--- config.mk ---
export PLATFORM = sky130hd
export DESIGN_NAME = rv32c_decompressor
export DESIGN_NICKNAME = d
export VERILOG_FILES = /design/src/rtl/core/rvc_pkg.sv /design/src/rtl/core/rvc_expand.sv /design/src/rtl/core/rv32c_decompressor.sv
export VERILOG_INCLUDE_DIRS = /design/src /design/src/rtl/core
export SDC_FILE = /design/constraint.sdc
export NUM_CORES = 1
export LEC_CHECK = 0
export BUFFER_PORTS_ARGS = -buffer_cell sky130_fd_sc_hd__buf_2
export CAP_MARGIN = 10
export CORE_MARGIN = 8
export CORE_UTILIZATION = 55
export CTS_CLUSTER_DIAMETER = 50
export DETAILED_ROUTE_END_ITERATION = 16
export GPL_TIMING_DRIVEN = 1
export HOLD_SLACK_MARGIN = 0.15
export PLACE_DENSITY = 0.8
export SYNTH_ARGS = -nofsm -noshare
export SYNTH_HDL_FRONTEND = slang
export SYNTH_SLANG_ARGS = --single-unit
--- constraint.sdc ---
create_clock -name clk_i -period 5.6 [get_ports clk_i]
set_input_delay 0.84 -clock clk_i [delete_from_list [all_inputs] [get_ports clk_i]]
set_output_delay 0.84 -clock clk_i [all_outputs]
set_load 0.02 [all_outputs]
--- src/rtl/core/assert_macros.svh ---
// Assertion helpers used by the RTL. Simulation builds get the checks;
// synthesis builds see empty macro bodies.
`ifndef ASSERT_MACROS_SVH
`define ASSERT_MACROS_SVH

`ifndef SYNTHESIS

// Clocked property, ignored while reset is asserted
`define ASSERT_PROP(lbl, clk, rst_n, prop) \
  lbl: assert property (@(posedge clk) disable iff (!rst_n) (prop)) \
    else $error("assertion failed");

// Expression that must hold at every clock edge out of reset
`define ASSERT_ALWAYS(lbl, clk, rst_n, expr) \
  lbl: assert property (@(posedge clk) disable iff (!rst_n) (expr)) \
    else $error("invariant violated");

`else

`define ASSERT_PROP(lbl, clk, rst_n, prop)
`define ASSERT_ALWAYS(lbl, clk, rst_n, expr)

`endif

`endif

--- src/rtl/core/rvc_pkg.sv ---
package rvc_pkg;

  localparam int unsigned CInstrW = 16;
  localparam int unsigned InstrW  = 32;

  // Quadrants (bits 1:0 of the compressed word)
  localparam logic [1:0] QUAD_0 = 2'b00;
  localparam logic [1:0] QUAD_1 = 2'b01;
  localparam logic [1:0] QUAD_2 = 2'b10;

  // Compressed funct3, quadrant 0
  localparam logic [2:0] C0_ADDI4SPN = 3'b000;
  localparam logic [2:0] C0_LW       = 3'b010;
  localparam logic [2:0] C0_SW       = 3'b110;

  // Compressed funct3, quadrant 1
  localparam logic [2:0] C1_ADDI  = 3'b000;
  localparam logic [2:0] C1_JAL   = 3'b001;
  localparam logic [2:0] C1_LI    = 3'b010;
  localparam logic [2:0] C1_LUI   = 3'b011;
  localparam logic [2:0] C1_MISC  = 3'b100;
  localparam logic [2:0] C1_J     = 3'b101;
  localparam logic [2:0] C1_BEQZ  = 3'b110;
  localparam logic [2:0] C1_BNEZ  = 3'b111;

  // Quadrant 1 MISC-ALU sub-ops (bits 11:10) and reg-reg ops (bits 6:5)
  localparam logic [1:0] MISC_SRLI = 2'b00;
  localparam logic [1:0] MISC_SRAI = 2'b01;
  localparam logic [1:0] MISC_ANDI = 2'b10;
  localparam logic [1:0] MISC_RR   = 2'b11;
  localparam logic [1:0] RR_SUB    = 2'b00;
  localparam logic [1:0] RR_XOR    = 2'b01;
  localparam logic [1:0] RR_OR     = 2'b10;
  localparam logic [1:0] RR_AND    = 2'b11;

  // Compressed funct3, quadrant 2
  localparam logic [2:0] C2_SLLI = 3'b000;
  localparam logic [2:0] C2_LWSP = 3'b010;
  localparam logic [2:0] C2_JRMV = 3'b100;
  localparam logic [2:0] C2_SWSP = 3'b110;

  // RV32I major opcodes
  localparam logic [6:0] OP_IMM   = 7'b0010011;
  localparam logic [6:0] OP_REG   = 7'b0110011;
  localparam logic [6:0] OP_JAL   = 7'b1101111;
  localparam logic [6:0] OP_BR    = 7'b1100011;
  localparam logic [6:0] OP_LOAD  = 7'b0000011;
  localparam logic [6:0] OP_STORE = 7'b0100011;
  localparam logic [6:0] OP_JALR  = 7'b1100111;
  localparam logic [6:0] OP_SYS   = 7'b1110011;
  localparam logic [6:0] OP_LUI   = 7'b0110111;

  // RV32I funct3 / funct7
  localparam logic [2:0] F3_ADD  = 3'b000;
  localparam logic [2:0] F3_SLL  = 3'b001;
  localparam logic [2:0] F3_WORD = 3'b010;
  localparam logic [2:0] F3_XOR  = 3'b100;
  localparam logic [2:0] F3_SR   = 3'b101;
  localparam logic [2:0] F3_OR   = 3'b110;
  localparam logic [2:0] F3_AND  = 3'b111;
  localparam logic [2:0] F3_BEQ  = 3'b000;
  localparam logic [2:0] F3_BNE  = 3'b001;
  localparam logic [6:0] F7_BASE = 7'b0000000;
  localparam logic [6:0] F7_ALT  = 7'b0100000;

  // Architectural registers with fixed roles
  localparam logic [4:0] REG_ZERO = 5'd0;
  localparam logic [4:0] REG_RA   = 5'd1;
  localparam logic [4:0] REG_SP   = 5'd2;

  localparam logic [InstrW-1:0] NOP_WORD     = 32'h0000_0013;
  localparam logic [InstrW-1:0] ILLEGAL_WORD = 32'h0000_0000;
  localparam logic [11:0]       EBREAK_IMM   = 12'd1;

  // Decoder result
  typedef struct packed {
    logic [InstrW-1:0] word;
    logic              illegal;
  } rvc_result_t;

endpackage

--- src/rtl/core/rvc_expand.sv ---
// Combinational RV32C to RV32I expansion
module rvc_expand (
  input  logic [rvc_pkg::CInstrW-1:0] cword_i,
  output rvc_pkg::rvc_result_t        result_o
);

  logic [1:0]  quad;
  logic [2:0]  f3;
  logic [4:0]  rd;
  logic [4:0]  rs2;
  logic [4:0]  rdp;
  logic [4:0]  rs1p;
  logic        b12;
  logic [11:0] imm6;
  logic        imm6_zero;
  logic [9:0]  joff;
  logic [6:0]  memoff;
  logic [31:0] word;

  // Common fields
  assign quad      = cword_i[1:0];
  assign f3        = cword_i[15:13];
  assign rd        = cword_i[11:7];
  assign rs2       = cword_i[6:2];
  assign rdp       = {2'b01, cword_i[4:2]};
  assign rs1p      = {2'b01, cword_i[9:7]};
  assign b12       = cword_i[12];
  assign imm6      = {{6{b12}}, b12, cword_i[6:2]};
  assign imm6_zero = !b12 && (rs2 == 5'd0);
  // Jump offset bits 10:1
  assign joff      = {cword_i[8], cword_i[10:9], cword_i[6], cword_i[7], cword_i[2],
                      cword_i[11], cword_i[5:3]};
  // LW/SW offset bits 6:0
  assign memoff    = {cword_i[5], cword_i[12:10], cword_i[6], 2'b00};

  // Expansion mux
  always_comb begin
    word = rvc_pkg::ILLEGAL_WORD;
    case (quad)
      rvc_pkg::QUAD_0: begin
        case (f3)
          rvc_pkg::C0_ADDI4SPN: begin
            if (cword_i[12:5] != 8'd0) begin
              word = {2'b00, cword_i[10:7], cword_i[12:11], cword_i[5], cword_i[6], 2'b00,
                      rvc_pkg::REG_SP, rvc_pkg::F3_ADD, rdp, rvc_pkg::OP_IMM};
            end
          end
          rvc_pkg::C0_LW: begin
            word = {5'd0, memoff, rs1p, rvc_pkg::F3_WORD, rdp, rvc_pkg::OP_LOAD};
          end
          rvc_pkg::C0_SW: begin
            word = {5'd0, memoff[6:5], rdp, rs1p, rvc_pkg::F3_WORD, memoff[4:0],
                    rvc_pkg::OP_STORE};
          end
          default: word = rvc_pkg::ILLEGAL_WORD;
        endcase
      end
      rvc_pkg::QUAD_1: begin
        case (f3)
          rvc_pkg::C1_ADDI: begin
            if (rd == rvc_pkg::REG_ZERO || imm6_zero) begin
              word = rvc_pkg::NOP_WORD;
            end else begin
              word = {imm6, rd, rvc_pkg::F3_ADD, rd, rvc_pkg::OP_IMM};
            end
          end
          rvc_pkg::C1_JAL: begin
            word = {b12, joff, b12, {8{b12}}, rvc_pkg::REG_RA, rvc_pkg::OP_JAL};
          end
          rvc_pkg::C1_LI: begin
            if (rd == rvc_pkg::REG_ZERO) begin
              word = rvc_pkg::NOP_WORD;
            end else begin
              word = {imm6, rvc_pkg::REG_ZERO, rvc_pkg::F3_ADD, rd, rvc_pkg::OP_IMM};
            end
          end
          rvc_pkg::C1_LUI: begin
            if (imm6_zero) begin
              word = rvc_pkg::ILLEGAL_WORD;
            end else if (rd == rvc_pkg::REG_SP) begin
              // ADDI16SP
              word = {{3{b12}}, cword_i[4:3], cword_i[5], cword_i[2], cword_i[6], 4'd0,
                      rvc_pkg::REG_SP, rvc_pkg::F3_ADD, rvc_pkg::REG_SP, rvc_pkg::OP_IMM};
            end else if (rd == rvc_pkg::REG_ZERO) begin
              word = rvc_pkg::NOP_WORD;
            end else begin
              word = {{15{b12}}, rs2, rd, rvc_pkg::OP_LUI};
            end
          end
          rvc_pkg::C1_MISC: begin
            case (cword_i[11:10])
              rvc_pkg::MISC_SRLI, rvc_pkg::MISC_SRAI: begin
                if (!b12 && rs2 != 5'd0) begin
                  word = {(cword_i[10] ? rvc_pkg::F7_ALT : rvc_pkg::F7_BASE), rs2, rs1p,
                          rvc_pkg::F3_SR, rs1p, rvc_pkg::OP_IMM};
                end
              end
              rvc_pkg::MISC_ANDI: begin
                word = {imm6, rs1p, rvc_pkg::F3_AND, rs1p, rvc_pkg::OP_IMM};
              end
              default: begin
                // Register-register group; bit 12 set is the reserved W space
                if (b12) begin
                  word = rvc_pkg::NOP_WORD;
                end else begin
                  case (cword_i[6:5])
                    rvc_pkg::RR_SUB: word = {rvc_pkg::F7_ALT, rdp, rs1p, rvc_pkg::F3_ADD,
                                             rs1p, rvc_pkg::OP_REG};
                    rvc_pkg::RR_XOR: word = {rvc_pkg::F7_BASE, rdp, rs1p, rvc_pkg::F3_XOR,
                                             rs1p, rvc_pkg::OP_REG};
                    rvc_pkg::RR_OR:  word = {rvc_pkg::F7_BASE, rdp, rs1p, rvc_pkg::F3_OR,
                                             rs1p, rvc_pkg::OP_REG};
                    default:         word = {rvc_pkg::F7_BASE, rdp, rs1p, rvc_pkg::F3_AND,
                                             rs1p, rvc_pkg::OP_REG};
                  endcase
                end
              end
            endcase
          end
          rvc_pkg::C1_J: begin
            word = {b12, joff, b12, {8{b12}}, rvc_pkg::REG_ZERO, rvc_pkg::OP_JAL};
          end
          rvc_pkg::C1_BEQZ: begin
            word = {{4{b12}}, cword_i[6:5], cword_i[2], rvc_pkg::REG_ZERO, rs1p,
                    rvc_pkg::F3_BEQ, cword_i[11:10], cword_i[4:3], b12, rvc_pkg::OP_BR};
          end
          default: begin
            word = {{4{b12}}, cword_i[6:5], cword_i[2], rvc_pkg::REG_ZERO, rs1p,
                    rvc_pkg::F3_BNE, cword_i[11:10], cword_i[4:3], b12, rvc_pkg::OP_BR};
          end
        endcase
      end
      rvc_pkg::QUAD_2: begin
        case (f3)
          rvc_pkg::C2_SLLI: begin
            if (b12 || rs2 == 5'd0) begin
              word = rvc_pkg::ILLEGAL_WORD;
            end else if (rd == rvc_pkg::REG_ZERO) begin
              word = rvc_pkg::NOP_WORD;
            end else begin
              word = {rvc_pkg::F7_BASE, rs2, rd, rvc_pkg::F3_SLL, rd, rvc_pkg::OP_IMM};
            end
          end
          rvc_pkg::C2_LWSP: begin
            if (rd != rvc_pkg::REG_ZERO) begin
              word = {4'd0, cword_i[3:2], b12, cword_i[6:4], 2'b00, rvc_pkg::REG_SP,
                      rvc_pkg::F3_WORD, rd, rvc_pkg::OP_LOAD};
            end
          end
          rvc_pkg::C2_JRMV: begin
            if (!b12) begin
              if (rs2 == 5'd0) begin
                // JR
                if (rd != rvc_pkg::REG_ZERO) begin
                  word = {12'd0, rd, rvc_pkg::F3_ADD, rvc_pkg::REG_ZERO, rvc_pkg::OP_JALR};
                end
              end else if (rd == rvc_pkg::REG_ZERO) begin
                word = rvc_pkg::NOP_WORD;
              end else begin
                // MV
                word = {rvc_pkg::F7_BASE, rs2, rvc_pkg::REG_ZERO, rvc_pkg::F3_ADD, rd,
                        rvc_pkg::OP_REG};
              end
            end else begin
              if (rd == rvc_pkg::REG_ZERO && rs2 == 5'd0) begin
                word = {rvc_pkg::EBREAK_IMM, rvc_pkg::REG_ZERO, rvc_pkg::F3_ADD,
                        rvc_pkg::REG_ZERO, rvc_pkg::OP_SYS};
              end else if (rs2 == 5'd0) begin
                // JALR
                word = {12'd0, rd, rvc_pkg::F3_ADD, rvc_pkg::REG_RA, rvc_pkg::OP_JALR};
              end else if (rd == rvc_pkg::REG_ZERO) begin
                word = rvc_pkg::NOP_WORD;
              end else begin
                // ADD
                word = {rvc_pkg::F7_BASE, rs2, rd, rvc_pkg::F3_ADD, rd, rvc_pkg::OP_REG};
              end
            end
          end
          rvc_pkg::C2_SWSP: begin
            word = {4'd0, cword_i[8:7], b12, rs2, rvc_pkg::REG_SP, rvc_pkg::F3_WORD,
                    cword_i[11:9], 2'b00, rvc_pkg::OP_STORE};
          end
          default: word = rvc_pkg::ILLEGAL_WORD;
        endcase
      end
      default: word = rvc_pkg::ILLEGAL_WORD;
    endcase
  end

  assign result_o.word    = word;
  assign result_o.illegal = (word == rvc_pkg::ILLEGAL_WORD);

endmodule

--- src/rtl/core/rv32c_decompressor.sv ---
// RV32C instruction expander. Each input beat carries one 16-bit compressed
// instruction; the matching output beat carries the 32-bit RV32I word and a
// flag that is set when that word is zero (illegal or unmapped encoding);
// rd = 0 hints, a zero C.ADDI immediate and the reserved W group come out as
// the NOP word 0x00000013. Words pass an input register, then a result
// register, and one instruction is taken every cycle while the output side
// keeps up; the decode between them is combinational field muxing. Output
// backpressure stalls both registers; each stage refills in the same cycle it drains.
`include "assert_macros.svh"

module rv32c_decompressor (
  input  logic                        clk_i,
  input  logic                        rst_ni,
  input  logic                        in_valid_i,
  output logic                        in_ready_o,
  input  logic [rvc_pkg::CInstrW-1:0] compressed_word_i,
  output logic                        out_valid_o,
  input  logic                        out_ready_i,
  output logic [rvc_pkg::InstrW-1:0]  expanded_word_o,
  output logic                        illegal_flag_o
);

  logic                        s1_valid_q;
  logic                        s1_valid_d;
  logic [rvc_pkg::CInstrW-1:0] cword_q;
  logic                        s1_ready;
  logic                        s2_valid_q;
  logic                        s2_valid_d;
  logic                        s2_ready;
  rvc_pkg::rvc_result_t        dec_result;
  rvc_pkg::rvc_result_t        res_q;

  // Stage readiness: a stage takes a beat when empty or draining
  assign s2_ready   = !s2_valid_q || out_ready_i;
  assign s1_ready   = !s1_valid_q || s2_ready;
  assign in_ready_o = s1_ready;

  assign s1_valid_d = s1_ready ? in_valid_i : s1_valid_q;
  assign s2_valid_d = s2_ready ? s1_valid_q : s2_valid_q;

  // Input register
  always_ff @(posedge clk_i or negedge rst_ni) begin
    if (!rst_ni) begin
      s1_valid_q <= 1'b0;
    end else begin
      s1_valid_q <= s1_valid_d;
    end
  end

  always_ff @(posedge clk_i) begin
    if (in_valid_i && s1_ready) begin
      cword_q <= compressed_word_i;
    end
  end

  rvc_expand u_expand (
    .cword_i  (cword_q),
    .result_o (dec_result)
  );

  // Result register
  always_ff @(posedge clk_i or negedge rst_ni) begin
    if (!rst_ni) begin
      s2_valid_q <= 1'b0;
    end else begin
      s2_valid_q <= s2_valid_d;
    end
  end

  always_ff @(posedge clk_i) begin
    if (s1_valid_q && s2_ready) begin
      res_q <= dec_result;
    end
  end

  assign out_valid_o     = s2_valid_q;
  assign expanded_word_o = res_q.word;
  assign illegal_flag_o  = res_q.illegal;

  // Checks
  `ASSERT_PROP(a_in_fills_s1, clk_i, rst_ni, in_valid_i && in_ready_o |=> s1_valid_q)
  `ASSERT_PROP(a_s1_moves_out, clk_i, rst_ni, s1_valid_q && s2_ready |=> out_valid_o)
  `ASSERT_PROP(a_stall_holds_s1, clk_i, rst_ni,
               s1_valid_q && !s2_ready |=> s1_valid_q && $stable(cword_q))
  `ASSERT_ALWAYS(a_flag_matches, clk_i, rst_ni,
                 !out_valid_o || (illegal_flag_o == (expanded_word_o == rvc_pkg::ILLEGAL_WORD)))

endmodule

==> impl_metrics.csv <==
group,metric,value,unit
timing,maxSlewViolCount,0,
logic_synthesis,synth_edf_count,48,
logic_synthesis,yosysSeqAreaShare,44.2,%
timing,tns,0,ns
clock_tree,post-cts-setup-buffers,0,
detailed_routing,drc,0,
placement,dp_cells,476,
logic_synthesis,yosys_most_used_dff,"edfxtp_1",
floorplanning,initial_core_util,56.9,%
final_layout,diodes,0,
logic_synthesis,synthDistinctLibCells,68,
critical_path,path_cells,"nor2b_1, nand2_1, a31oi_1, o21ai_0, o21ai_0",
detailed_routing,drtIter0Drc,824,
global_route,grt_pass1_wl,19100,µm
critical_path,critPathBufInv,0,
detailed_routing,dr.pass1.iters,7,
logic_synthesis,postSynthCellCount,378,
timing,rsz0062_at_grt,"no",
pwr,p_seq_share,52.5,%
critical_path,cp_top_family,"simple AND/OR/NAND/NOR gates",
critical_path,worstPathArrival,3.13,ns
logic_synthesis,synth_seq_cells,50,
floorplanning,dieArea,0.00889,mm²
logic_synthesis,ys_warn_count,0,
logic_synthesis,synth_nets,398,
timing,worst_pin_slew,1.08,ns
global_route,overflow,0,
placement,port_buffers,54,
logic_synthesis,avgSynthCellArea,8.92,µm²
clock_tree,ctsHtreeMaxLevel,2,
detailed_routing,drt-vias-per-instance,7.59,
detailed_routing,vias,3675,
pwr,swShare,32.8,%
final_layout,final_cell_mix,"buf_2 (54), edfxtp_1 (48), nand2_1 (44)",
timing,hold_viol_final,0,
clock_tree,postCtsHoldBufs,0,
final_layout,final_cells,484,
placement,gp_congestion,1.06,
min_path,hold_class,"input pin to async pin",
timing,finalCritPeriodShare,54.0,%
clock_tree,cts-buffers-inserted,5,
logic_synthesis,synthArstFlopShare,4.00,%
timing,slew_headroom,27.6,%
timing,skew,0.00938,ns
pwr,p_int,613,µW
pwr,p_sw,299,µW
pwr,p_leak,1.36,nW
global_route,grt_max_degree,39,
placement,place_hpwl,8280,µm
flow_run,drv_cap,0,
final_layout,nets,428,
critical_path,critPathLaunchType,"flip-flop",
global_route,grt.total_usage,27.7,%
critical_path,cp_slowest_stage_delay,0.85,ns
floorplanning,row_count,28,
critical_path,slowest_stage,"edfxtp_1",
timing,fmax,0.330,GHz
pwr,power_density,246,mW/mm²
logic_synthesis,synth_top_area_cell,"edfxtp_1",
critical_path,cp_max_fo,18,
global_route,antenna_found_initial,0,
detailed_routing,wl_per_cell,24.9,µm
timing,fin_crit,3.03,ns
final_layout,drive_above_1_share,19.1,%
final_layout,syn2layout_area_growth,9.80,%
logic_synthesis,netlist_area,0.00337,mm²
final_layout,fill_cells,524,
clock_tree,cts_tree,"done",
timing,finalSetupViolCount,0,
critical_path,critPathKind,"flip-flop to flip-flop",
clock_tree,ctsResizeCount,0,
clock_tree,insertion_delay,0.31,ns
clock_tree,clockRootBuffer,"clkbuf_8",
clock_tree,clk_pin_slew,0.09,ns
logic_synthesis,yosys.area.top_type_share,42.8,%
clock_tree,clockBufferDepth,2,
run_status,status,"finished clean",
floorplanning,io_pins,55,
detailed_routing,ant_nets,0,
floorplanning,die_y,94.3,µm
floorplanning,die_w,94.3,µm
pwr,p_clk_share,24.2,%
pwr,irDropWorstVdd,0.150,mV
critical_path,endpoint_kind,"flip-flop",
pwr,pwr-share-comb,23.3,%
floorplanning,coreArea,0.00592,mm²
global_route,grt_pass1_vias,3421,
logic_synthesis,synth.top_cells.by_area,"edfxtp_1 (43%), o21ai_0 (5.3%), a21oi_1 (5.0%), nand2_1 (4.9%), nor2_1 (2.7%)",
critical_path,crit_required,5.70,ns
detailed_routing,drt-total-wl,12100,µm
clock_tree,cts_sinks,50,
critical_path,crit_top_cell,"o21ai_0",
final_layout,final_common_cell,"buf_2",
## sequential cells by signal, indices dropped and copies added, names as in the netlist
name and cells:
out_valid_o 1, cword_q 16, expanded_word_o 31, illegal_flag_o 1
s1_valid_q 1
## kinds of logic (layout without fill, tap and decap cells)
| kind of cell | Yosys count | count (layout) | share of synthesized area, % |
|---|---|---|---|
| muxes | 2 | 2 | 0.631 |
| AOI/OAI and AO/OA | 142 | 142 | 28.5 |
| buffers and inverters | 45 | 76 | 5.83 |
| DFF | 50 | 50 | 44.2 |
| and+or+nand+nor | 139 | 139 | 20.8 |
## cells in the mapped netlist, types with 4 or more instances
master     n
nor2b_1    7
nand3_1   17
clkbuf_1  22
nor3_1    13
o211ai_1   4
or3_1      6
a22oi_1    4
nor3b_1    4
o221ai_1   5
nor2_1    24
o22ai_1    4
nand2b_1   7
a21oi_1   34
buf_2      5
edfxtp_1  48
buf_1      4
nand2_1   44
inv_1      8
a31oi_1    7
o21ai_0   36
## path summary, 6_finish.rpt
check                      startpoint                  end  slack [ns]  cells after the start
max                        cword_q[0]  expanded_word_o[21]        2.57                      5
min                            rst_ni          out_valid_o        0.30                      1
max reg2reg                cword_q[0]  expanded_word_o[21]        2.57                      5
min reg2reg                s1_valid_q          out_valid_o        0.51                      1
max in group asynchronous      rst_ni           s1_valid_q        5.21                      1
min in group clk_i         s1_valid_q          out_valid_o        0.51                      1
## metal layers
metal	GRT usage, %	up-vias	routed length, µm
met5	0	-	0
met4	12.2	0	707
li1	-	1512	-
met2	40.9	399	5180
met3	8.79	105	1890
met1	36.2	1659	4290
## stage by stage
| step | util [%] | hold slack (ns) | instance area (µm²) | power (mW) | setup WS, ns |
|---|---|---|---|---|---|
| floorplan | - | 0.449 | 3370 | 0.618 | 3.33 |
| global placement | 61.0 | 0.462 | 3610 | 0.691 | 2.74 |
| detailed placement | 61.0 | 0.485 | 3610 | 0.690 | 2.77 |
| CTS | 62.5 | 0.293 | 3700 | 0.909 | 2.76 |
| global route | 62.5 | 0.295 | 3700 | 0.943 | 2.46 |
| finish | 62.5 | 0.300 | 3700 | 0.912 | 2.57 |
## cell type report
type                       count  area [µm²]  area share (%)
timing repair buffer          59         308            8.32
sequential                    50        1490            40.3
inverter                       9        33.8           0.913
multi-input combinational    283        1680            45.5
clock inverter                 1        5.00           0.135
clock buffer                   7        86.3            2.33
tap                           75        93.8            2.54
## power groups by stage
stage          registers, mW  clock network [mW]  logic, mW
5_1_grt                0.481               0.236      0.225
3_5_place_dp           0.485                   0      0.205
6_report               0.479               0.221      0.212
4_1_cts                0.477               0.227      0.206
2_1_floorplan          0.495                   0      0.123
3_3_place_gp           0.484                   0      0.207
No activity file was read; power rests on OpenSTA's default activity.
